`config.mk`:
```
export PLATFORM = sky130hd
export DESIGN_NAME = success_ranked_slot_order_flat
export DESIGN_NICKNAME = d
export VERILOG_FILES = /design/src/srso_pkg.sv /design/src/srso_in_if.sv /design/src/srso_out_if.sv /design/src/srso_cfg_if.sv /design/src/success_ranked_slot_order.sv /design/src/flat_wrapper.sv
export SDC_FILE = /design/constraint.sdc
export NUM_CORES = 1
export LEC_CHECK = 0
export BUFFER_PORTS_ARGS = -buffer_cell sky130_fd_sc_hd__buf_4
export CAP_MARGIN = 25
export CORE_AREA = 2 2 222 224
export DETAILED_ROUTE_END_ITERATION = 6
export DIE_AREA = 0 0 224 226
export PLACE_DENSITY = 0.57
export SLEW_MARGIN = 20
export SYNTH_ARGS = -nofsm -noshare
export SYNTH_HDL_FRONTEND = slang
export SYNTH_SLANG_ARGS = --single-unit
export TNS_END_PERCENT = 1
```
`constraint.sdc`:
```
create_clock -name clk -period 22.8 [get_ports clk]
set_input_delay 2.28 -clock clk [delete_from_list [all_inputs] [get_ports clk]]
set_output_delay 2.28 -clock clk [all_outputs]
set_load 0.02 [all_outputs]
```
`src/srso_pkg.sv`:
```
package srso_pkg;

    // widths fixed by the item and register definitions
    localparam int COUNT_W      = 32;
    localparam int SLOT_W       = 3;
    localparam int ORDER_W      = 2;
    localparam int ORDER_FIELDS = 4;
    localparam int CFG_IDX_W    = 1;

    typedef logic [COUNT_W-1:0] count_t;
    typedef logic [SLOT_W-1:0]  slot_t;
    typedef logic [ORDER_W-1:0] order_t;

    // item kinds
    typedef enum logic [1:0] {
        KIND_TICK    = 2'd0,
        KIND_SUCCESS = 2'd1,
        KIND_ADJUST  = 2'd2,
        KIND_CLEAR   = 2'd3
    } kind_t;

    // configuration register indexes
    typedef enum logic [CFG_IDX_W-1:0] {
        REG_INTERVAL_TICKS = 1'd0,
        REG_MIN_SHARES     = 1'd1
    } cfg_reg_t;

    // register reset values
    localparam count_t INTERVAL_TICKS_RESET = count_t'(3 * 60 * 1000);
    localparam count_t MIN_SHARES_RESET     = count_t'(50);

endpackage

```
`src/srso_in_if.sv`:
```
interface srso_in_if;

    logic               valid;
    logic               ready;
    srso_pkg::kind_t    kind;
    srso_pkg::slot_t    slot_index;

    modport source (output valid, output kind, output slot_index, input ready);
    modport sink   (input valid, input kind, input slot_index, output ready);

endinterface

```
`src/srso_out_if.sv`:
```
interface srso_out_if;

    logic               valid;
    logic               ready;
    srso_pkg::order_t   order_first;
    srso_pkg::order_t   order_second;
    srso_pkg::order_t   order_third;
    srso_pkg::order_t   order_fourth;
    logic               adjusted;
    logic               order_changed;

    modport source (
        output valid, output order_first, output order_second, output order_third,
        output order_fourth, output adjusted, output order_changed, input ready
    );
    modport sink (
        input valid, input order_first, input order_second, input order_third,
        input order_fourth, input adjusted, input order_changed, output ready
    );

endinterface

```
`src/srso_cfg_if.sv`:
```
interface srso_cfg_if;

    logic                   valid;
    logic                   ready;
    srso_pkg::cfg_reg_t     index;
    srso_pkg::count_t       data;

    modport source (output valid, output index, output data, input ready);
    modport sink   (input valid, input index, input data, output ready);

endinterface

```
`src/success_ranked_slot_order.sv`:
```
// channel  direction  transaction
// req      in         kind, slot_index
// rsp      out        order_first..order_fourth, adjusted, order_changed
// cfg      in         index, data (register write, always ready)
//
// one item per cycle unless req stalls: the statistics, the order and the output
// register all update at the edge that accepts an item
// the whole rank network is one combinational pass between the state
// registers and the output register
// reset clears statistics, order and registers to their defaults
// req stalls only while a result waits in the output register and rsp is not ready
module success_ranked_slot_order #(
    parameter int NUM_SLOTS = 4
) (
    input  logic            clk,
    input  logic            rst_n,
    srso_in_if.sink         req,
    srso_out_if.source      rsp,
    srso_cfg_if.sink        cfg
);

    localparam int IDX_W = (NUM_SLOTS > 2) ? $clog2(NUM_SLOTS) : 1;

    typedef logic [IDX_W-1:0] idx_t;

    // configuration registers
    srso_pkg::count_t interval_reg;
    srso_pkg::count_t min_shares_reg;

    // statistics and order
    srso_pkg::count_t count_reg [NUM_SLOTS];
    srso_pkg::count_t count_next [NUM_SLOTS];
    srso_pkg::count_t total_reg;
    srso_pkg::count_t total_next;
    srso_pkg::count_t elapsed_reg;
    srso_pkg::count_t elapsed_next;
    idx_t             order_reg [NUM_SLOTS];
    idx_t             order_next [NUM_SLOTS];

    // output register
    logic             rsp_valid_reg;
    srso_pkg::order_t rsp_order_reg [srso_pkg::ORDER_FIELDS];
    srso_pkg::order_t rsp_order_next [srso_pkg::ORDER_FIELDS];
    logic             rsp_adjusted_reg;
    logic             rsp_adjusted_next;
    logic             rsp_changed_reg;
    logic             rsp_changed_next;

    // rank network signals
    idx_t             rank_idx [NUM_SLOTS];
    srso_pkg::count_t rank_cnt [NUM_SLOTS];
    logic             rank_differs;
    logic             adjust_due;
    logic             slot_ok;
    logic             accept;

    assign accept    = req.valid && req.ready;
    assign req.ready = !rsp_valid_reg || rsp.ready;
    assign cfg.ready = 1'b1;

    // exchange sort from the identity order, counts travel with their slot
    always_comb
    begin
        idx_t             tmp_idx;
        srso_pkg::count_t tmp_cnt;
        tmp_idx = '0;
        tmp_cnt = '0;
        for (int k = 0; k < NUM_SLOTS; k++)
        begin
            rank_idx[k] = idx_t'(k);
            rank_cnt[k] = count_reg[k];
        end
        for (int i = 0; i < NUM_SLOTS - 1; i++)
        begin
            for (int j = i + 1; j < NUM_SLOTS; j++)
            begin
                if (rank_cnt[j] > rank_cnt[i])
                begin
                    tmp_idx     = rank_idx[i];
                    tmp_cnt     = rank_cnt[i];
                    rank_idx[i] = rank_idx[j];
                    rank_cnt[i] = rank_cnt[j];
                    rank_idx[j] = tmp_idx;
                    rank_cnt[j] = tmp_cnt;
                end
            end
        end
    end

    // new order against the current one
    always_comb
    begin
        rank_differs = 1'b0;
        for (int k = 0; k < NUM_SLOTS; k++)
        begin
            if (rank_idx[k] != order_reg[k])
            begin
                rank_differs = 1'b1;
            end
        end
    end

    assign adjust_due = (elapsed_reg >= interval_reg) || (total_reg >= min_shares_reg);
    assign slot_ok    = ({1'b0, req.slot_index} < (srso_pkg::SLOT_W + 1)'(NUM_SLOTS));

    // next state for the item on req
    always_comb
    begin
        count_next        = count_reg;
        total_next        = total_reg;
        elapsed_next      = elapsed_reg;
        order_next        = order_reg;
        rsp_adjusted_next = 1'b0;
        rsp_changed_next  = 1'b0;
        case (req.kind)
            srso_pkg::KIND_TICK:
            begin
                if (elapsed_reg != '1)
                begin
                    elapsed_next = elapsed_reg + srso_pkg::count_t'(1);
                end
            end
            srso_pkg::KIND_SUCCESS:
            begin
                if (slot_ok)
                begin
                    count_next[req.slot_index[IDX_W-1:0]] =
                        count_reg[req.slot_index[IDX_W-1:0]] + srso_pkg::count_t'(1);
                    total_next = total_reg + srso_pkg::count_t'(1);
                end
            end
            srso_pkg::KIND_ADJUST:
            begin
                if (adjust_due)
                begin
                    order_next        = rank_idx;
                    for (int k = 0; k < NUM_SLOTS; k++)
                    begin
                        count_next[k] = '0;
                    end
                    total_next        = '0;
                    elapsed_next      = '0;
                    rsp_adjusted_next = 1'b1;
                    rsp_changed_next  = rank_differs;
                end
            end
            srso_pkg::KIND_CLEAR:
            begin
                for (int k = 0; k < NUM_SLOTS; k++)
                begin
                    count_next[k] = '0;
                end
                total_next = '0;
            end
            default:
            begin
                total_next = total_reg;
            end
        endcase
    end

    // order fields after the item, positions past the slot count stay identity
    for (genvar k = 0; k < srso_pkg::ORDER_FIELDS; k++)
    begin : g_order_out
        if (k < NUM_SLOTS)
        begin : g_slot
            logic [7:0] wide;
            assign wide              = 8'(order_next[k]);
            assign rsp_order_next[k] = wide[srso_pkg::ORDER_W-1:0];
        end
        else
        begin : g_fixed
            assign rsp_order_next[k] = srso_pkg::order_t'(k);
        end
    end

    // configuration writes
    always_ff @(posedge clk or negedge rst_n)
    begin
        if (!rst_n)
        begin
            interval_reg   <= srso_pkg::INTERVAL_TICKS_RESET;
            min_shares_reg <= srso_pkg::MIN_SHARES_RESET;
        end
        else if (cfg.valid && cfg.ready)
        begin
            case (cfg.index)
                srso_pkg::REG_INTERVAL_TICKS: interval_reg   <= cfg.data;
                srso_pkg::REG_MIN_SHARES:     min_shares_reg <= cfg.data;
                default:                      interval_reg   <= interval_reg;
            endcase
        end
    end

    // statistics and order state
    always_ff @(posedge clk or negedge rst_n)
    begin
        if (!rst_n)
        begin
            for (int k = 0; k < NUM_SLOTS; k++)
            begin
                count_reg[k] <= '0;
                order_reg[k] <= idx_t'(k);
            end
            total_reg   <= '0;
            elapsed_reg <= '0;
        end
        else if (accept)
        begin
            count_reg   <= count_next;
            order_reg   <= order_next;
            total_reg   <= total_next;
            elapsed_reg <= elapsed_next;
        end
    end

    // output register control
    always_ff @(posedge clk or negedge rst_n)
    begin
        if (!rst_n)
        begin
            rsp_valid_reg <= 1'b0;
        end
        else if (req.ready)
        begin
            rsp_valid_reg <= req.valid;
        end
    end

    // output register payload
    always_ff @(posedge clk)
    begin
        if (accept)
        begin
            rsp_order_reg    <= rsp_order_next;
            rsp_adjusted_reg <= rsp_adjusted_next;
            rsp_changed_reg  <= rsp_changed_next;
        end
    end

    assign rsp.valid         = rsp_valid_reg;
    assign rsp.order_first   = rsp_order_reg[0];
    assign rsp.order_second  = rsp_order_reg[1];
    assign rsp.order_third   = rsp_order_reg[2];
    assign rsp.order_fourth  = rsp_order_reg[3];
    assign rsp.adjusted      = rsp_adjusted_reg;
    assign rsp.order_changed = rsp_changed_reg;

endmodule

```
`src/flat_wrapper.sv`:
```
// flat-port wrapper written by rule: the top's interface ports become plain ports
module success_ranked_slot_order_flat 
#(
    parameter int NUM_SLOTS = 4
)
  (clk, rst_n, req_valid, req_kind, req_slot_index, req_ready, rsp_valid, rsp_order_first, rsp_order_second, rsp_order_third, rsp_order_fourth, rsp_adjusted, rsp_order_changed, rsp_ready, cfg_valid, cfg_index, cfg_data, cfg_ready);
  srso_in_if req_i ();
  srso_out_if rsp_i ();
  srso_cfg_if cfg_i ();
  input  logic clk;
  input  logic rst_n;
  input wire logic [$bits(req_i.valid)-1:0] req_valid;
  input wire logic [$bits(req_i.kind)-1:0] req_kind;
  input wire logic [$bits(req_i.slot_index)-1:0] req_slot_index;
  output wire logic [$bits(req_i.ready)-1:0] req_ready;
  output wire logic [$bits(rsp_i.valid)-1:0] rsp_valid;
  output wire logic [$bits(rsp_i.order_first)-1:0] rsp_order_first;
  output wire logic [$bits(rsp_i.order_second)-1:0] rsp_order_second;
  output wire logic [$bits(rsp_i.order_third)-1:0] rsp_order_third;
  output wire logic [$bits(rsp_i.order_fourth)-1:0] rsp_order_fourth;
  output wire logic [$bits(rsp_i.adjusted)-1:0] rsp_adjusted;
  output wire logic [$bits(rsp_i.order_changed)-1:0] rsp_order_changed;
  input wire logic [$bits(rsp_i.ready)-1:0] rsp_ready;
  input wire logic [$bits(cfg_i.valid)-1:0] cfg_valid;
  input wire logic [$bits(cfg_i.index)-1:0] cfg_index;
  input wire logic [$bits(cfg_i.data)-1:0] cfg_data;
  output wire logic [$bits(cfg_i.ready)-1:0] cfg_ready;
  assign req_i.valid = req_valid;
  assign req_i.kind = req_kind;
  assign req_i.slot_index = req_slot_index;
  assign req_ready = req_i.ready;
  assign rsp_valid = rsp_i.valid;
  assign rsp_order_first = rsp_i.order_first;
  assign rsp_order_second = rsp_i.order_second;
  assign rsp_order_third = rsp_i.order_third;
  assign rsp_order_fourth = rsp_i.order_fourth;
  assign rsp_adjusted = rsp_i.adjusted;
  assign rsp_order_changed = rsp_i.order_changed;
  assign rsp_i.ready = rsp_ready;
  assign cfg_i.valid = cfg_valid;
  assign cfg_i.index = cfg_index;
  assign cfg_i.data = cfg_data;
  assign cfg_ready = cfg_i.ready;
  success_ranked_slot_order #(.NUM_SLOTS(NUM_SLOTS)) u_core (.clk(clk), .rst_n(rst_n), .req(req_i), .rsp(rsp_i), .cfg(cfg_i));
endmodule
```
### Word level (Yosys, flattened, before mapping)

Index checks and enable logic that the tools add are counted.

* register bits: 275
* output and inout bits: 13
* input bits: 43

* reduce and logical (&&, ||, !) cells: 13
* multiplexer cells: 36
* equal/unequal tests: 11
* bitwise gates (word level): 2
* magnitude comparators: 11
* add/sub/neg operators: 3

Operator list (number)
* 128-bit one-hot mux with 3 select lines: 1
* 32-bit two-way mux: 10
* 128-bit two-way mux: 2
* 32-bit > comparator: 6
* 128-bit bitwise mux: 1
* 64-bit two-way mux: 2
* 32-bit by 1-bit adder with 32-bit output, second input constant: 3
* 32-bit one-hot mux with 3 select lines: 1
* 32-bit binary-select mux with 2-bit select: 1
* 32-bit demux with 2-bit select: 1
* 32-bit greater-or-equal comparator: 2
* 32-bit one-hot mux with 2 select lines: 1
* 32-bit inequality test, second input constant: 1
* 8-bit two-way mux: 2
* 2-bit two-way mux: 6
* 4-bit two-way mux: 2
* 2-bit inequality test: 4
* 4-bit AND reduction: 2
* 2-bit by 1-bit inequality test with 1-bit output, second input constant: 3
* 2-bit AND reduction: 3
* 1-bit two-way mux: 5
* 2-bit equality test, second input constant: 2
* 3-bit greater-or-equal comparator, second input constant: 1
* 3-bit by 1-bit < comparator with 1-bit output, second input constant: 1
* other kinds (11): 13

### Logic depth before layout (Yosys ltp)

* word-level depth: 13
* mapped depth: 59

### Least setup slack after synthesis

No wires, ideal clock.

* path kind: register to register
* start point: register u_core.count_reg[78] (netlist name)
* end point: register u_core.rsp_changed_reg (netlist: u_core.rsp.order_changed), data pin
* period minus slack after synthesis: 11.615 ns
* library setup time: 0.276 ns
* cell stages (with the launch flop): 56
* path slack: 11.185 ns
* data arrival time: 11.339 ns
* cells stage by stage: dfrtp_1 > ha_1 > a21oi_1 > nand2_1 > a221o_1 > o31ai_2 > a21o_1 > buf_2 > buf_2 > mux2i_1 > ha_1 > nand4_1 > nor3_2 > nand4_1 > nor3_2 > nand2_1 > a211o_1 > nand3_4 > (+20 left out) > a41o_1 > clkbuf_1 > buf_1 > nand2_1 > o21ai_0 > ha_1 > a21o_1 > a21o_1 > a21oi_1 > o211ai_1 > or2_2 > o211ai_1 > o21ai_0 > mux2i_1 > o21ai_0 > xor2_1 > nor4_1 > a41oi_1

* longest elaborated chain between the ends: 13
* elaborated cells between the ends (all ways): 29
* those cells by class: order compare: 6; eq/ne: 4; mux: 19

Ends and longest elaborated chain
* start, declared: RTL line success_ranked_slot_order.sv:31 `srso_pkg::count_t count_reg [NUM_SLOTS];`
* start signal, assigned: RTL line success_ranked_slot_order.sv:210 `count_reg <= count_next;`
* 32-bit > comparator: RTL line success_ranked_slot_order.sv:77 `if (rank_cnt[j] > rank_cnt[i])`
* 64-bit two-way mux: RTL line success_ranked_slot_order.sv:77
* 32-bit > comparator: RTL line success_ranked_slot_order.sv:77
* 32-bit two-way mux: RTL line success_ranked_slot_order.sv:77
* 32-bit > comparator: RTL line success_ranked_slot_order.sv:77
* 32-bit two-way mux or 64-bit two-way mux (tied branches): RTL line success_ranked_slot_order.sv:77
* 32-bit > comparator: RTL line success_ranked_slot_order.sv:77
* 32-bit two-way mux: RTL line success_ranked_slot_order.sv:77
* 32-bit > comparator: RTL line success_ranked_slot_order.sv:77
* 4-bit two-way mux: RTL line success_ranked_slot_order.sv:77
* 2-bit inequality test: RTL line success_ranked_slot_order.sv:96 `if (rank_idx[k] != order_reg[k])`
* 1-bit two-way mux: RTL line success_ranked_slot_order.sv:96
* 1-bit two-way mux *: RTL line success_ranked_slot_order.sv:96
* end signal, assigned: RTL line success_ranked_slot_order.sv:237 `rsp_changed_reg <= rsp_changed_next;`
* end, declared: RTL line success_ranked_slot_order.sv:46 `logic rsp_changed_reg;`

Every way passes the cells marked *; elsewhere a longest branch is shown, timed or not.
A chain may end at the register's enable or synchronous reset.

### Worst setup path in the final report

* start point: register u_core.count_reg[110] (netlist name)
* end point: register u_core.rsp_changed_reg (netlist: u_core.rsp.order_changed), data pin

Same word-level chain as after synthesis.

==> run summary <==
Setup_tns - 0 ns
Endpoint type of the worst setup path - flip-flop
Number of buffers between clock root and the deepest sink - 3
Largest net degree at the start of global routing - 147
Starting density of the core - 0.445
Flip-flop count of the largest register after layout - 128
Actual slew at the worst max-slew pin - 1.09 ns
Layout cells sized above 1 - 0.136
Reported max-cap violation count - 0
Gate power share - 0.462
Ys async rst share - 0.964
Area grow syn2layout - 10.1%
DR pass1 iterations - 5
Total CTS buffers - 35
Max-slew violation total from the final report - 0
Type of the setup path with the least slack - reg -> reg
Remaining global-route overflow - 0
Critical path data arrival time - 15.74 ns
RSZ-0062 raised after global routing - no
Number of enable-type register cells in the synthesized netlist - 10
Final setup skew - 0.0155 ns
Portion of the clock cycle consumed by the worst path in the final layout - 0.678
Antenna viol nets, final - 0
Most used cells in the layout excluding fill and tap cells - sky130_fd_sc_hd__nand2_1 (271), sky130_fd_sc_hd__ha_1 (258), sky130_fd_sc_hd__o21ai_0 (255), sky130_fd_sc_hd__dfrtp_1 (249), sky130_fd_sc_hd__inv_1 (185)
Status - complete, no violations
Mean number of vias per cell - 5.91
Hold slack - 0.505 ns
Cells resized by post-CTS repair - 0
Post-synth top flop - sky130_fd_sc_hd__dfrtp_1
Clock insertion delay at the later pin of the skew report - 0.56 ns
Slowest Stage Delay on Critical Path - 0.80 ns
Sequential cell area - 6950 um2
Post-Syn Area - 21500 um2
Clock Root Buffer - sky130_fd_sc_hd__clkbuf_16
Die Footprint - 50600 um2
Number of nets at the end of the flow - 2670
Register bit total from synthesis - 275
Number of global-route vias before repair - 17.8k
Fmax achieved - 64.7 MHz
Yosys warning total - 0
Core Rows - 81
Hold-fix buffers at CTS - 0
Post-place setup slack - 7.53 ns
Vias after detailed routing - 17.8k
Worst Setup Slack, final - 7.34 ns
Number of buffer and inverter stages on the critical path - 5
Internal power contribution - 1270 uW
Core utilization of the finished layout - 0.489
H-tree depth reported by CTS - 2
Clock tree from TritonCTS - done
Die width - 224 um
Quantity of I/O buffers inserted on ports - 54
Headroom to the max-slew limit - 0.252
Final weighted congestion in routability-driven placement - 0.919
Clock net sink count - 275
Clock-pin slew on the worst setup and hold paths - 0.06 ns
Commonest non-fill, non-tap cell in the layout - sky130_fd_sc_hd__nand2_1
Sequential element share of the synthesized area - 0.323
Global routing usage summed across all routing layers - 0.244
Worst-path maximum fanout - 102
Netlist cell types - 79
Crit path max-delay family - compound AO/OA/AOI/OAI gates
Net Count, Synth - 2670
Startpoint kind of the worst setup timing path - flip-flop
Final Hold Vio Count - 0
Global-route wire length before repair - 97700 um
Wirelength per Cell - 20.1 um
Data required time of the critical path - 23.08 ns
# IOs - 56
Initial antenna violation count - 0
Seq pwr share - 0.256
Post-route minimum period - 15.46 ns
Max stage delay cell, worst path - sky130_fd_sc_hd__a41o_2
Top cell by count, worst path - sky130_fd_sc_hd__ha_1
Diode insertion count for antenna repair - 0
Wire length after detailed routing - 60600 um
Core Footprint - 48300 um2
Net Sw Frac - 0.401
Switching power total - 855 uW
Total DRC errors in the routed layout - 0
Reported leakage power - 0.0110 uW
Total of fill cells in the finished design - 4608
Die Y - 226 um
Area used by multi-input combinational logic - 13400 um2
Type of the tightest min-delay check - reg -> reg
Worst vdd ir - 0.0000681 V
Setup repair bufs after CTS - 0
Power per cell area - 90.0 nW/um2
Clk network pwr share - 0.282
Average cell area after synthesis - 9.07 um2
Final setup violation count - 0
Post-Synthesis Cells - 2369
DPL Wire Length - 44100 um
Iter 0 DRT Violations - 1060
## area by class of cell
type	instances	area share
inverter	185	0.0294
clock inverter	16	0.0108
sequential	275	0.294
tap	622	0.0329
multi-input combinational	1799	0.568
clock buffer	45	0.0412
timing repair buffer	73	0.0243
## through the flow
step           power (uW)  instances  instance area [um2]
3_5_place_dp         1530       2954                22400
6_report             2130       3015                23700
2_1_floorplan        1280       2369                21500
5_1_grt              2280       3015                23700
4_1_cts              2140       3015                23700
3_3_place_gp         1520       2953                22400
## path summary, 6_finish.rpt
kind,startpoint,endpoint,slack (ns),cells after the start
worst max-delay path,u_core.count_reg[110]$_DFFE_PN0P_,u_core.rsp.order_changed$_SDFFCE_PN0P_,7.34,50
worst min-delay path,u_core.order_reg[2]$_DFFE_PN0P_,u_core.order_reg[2]$_DFFE_PN0P_,0.51,1
worst max register to register,u_core.count_reg[110]$_DFFE_PN0P_,u_core.rsp.order_changed$_SDFFCE_PN0P_,7.34,50
worst min register to register,u_core.order_reg[2]$_DFFE_PN0P_,u_core.order_reg[2]$_DFFE_PN0P_,0.51,1
max in group asynchronous,rst_n,u_core.count_reg[92]$_DFFE_PN0P_,19.56,2
min in group asynchronous,rst_n,u_core.count_reg[106]$_DFFE_PN0P_,1.82,1
## Yosys cell counts (all sizes together) (16+ instances only)
library cell / instances / area share
nand2: 272 / 0.048
ha: 258 / 0.15
o21ai: 258 / 0.060
dfrtp: 249 / 0.29
inv: 185 / 0.032
a21oi: 148 / 0.035
mux2: 111 / 0.058
nor2: 104 / 0.018
o2bb2ai: 91 / 0.037
clkbuf: 69 / 0.012
nand4: 63 / 0.019
mux2i: 57 / 0.027
nand3: 49 / 0.012
a21o: 48 / 0.017
buf: 41 / 0.0092
xor2: 35 / 0.014
nor3: 33 / 0.0082
mux4: 32 / 0.034
or3: 28 / 0.0082
and3: 25 / 0.0077
dfstp: 16 / 0.020
## power by group through the flow
stage | logic (uW) | clock network [uW] | registers (uW)
2_1_floorplan | 728 | 0 | 551
3_3_place_gp | 964 | 0 | 553
3_5_place_dp | 972 | 0 | 554
4_1_cts | 979 | 616 | 546
5_1_grt | 1100 | 633 | 549
6_report | 983 | 601 | 546
## cells by family after synthesis
logic type / count (synthesis) / share of synthesized area
other cells: 1 / 0.000174
mux: 200 / 0.118
compound gates: 639 / 0.187
fa+ha+maj: 258 / 0.150
flops: 275 / 0.323
simple gates: 651 / 0.147
xor+xnor: 50 / 0.0204
buf+inv: 295 / 0.0536
## layer usage
metal / vias to the layer above / global-route usage / routed length, um / part of all wire
li1: 8612 / - / - / -
met1: 8706 / 0.316 / 27200 / 0.45
met2: 395 / 0.419 / 29200 / 0.48
met3: 100 / 0.0420 / 2830 / 0.047
met4: 0 / 0.0710 / 1440 / 0.024
met5: - / 0 / 0 / 0
(Power assumes the default switching activity.)
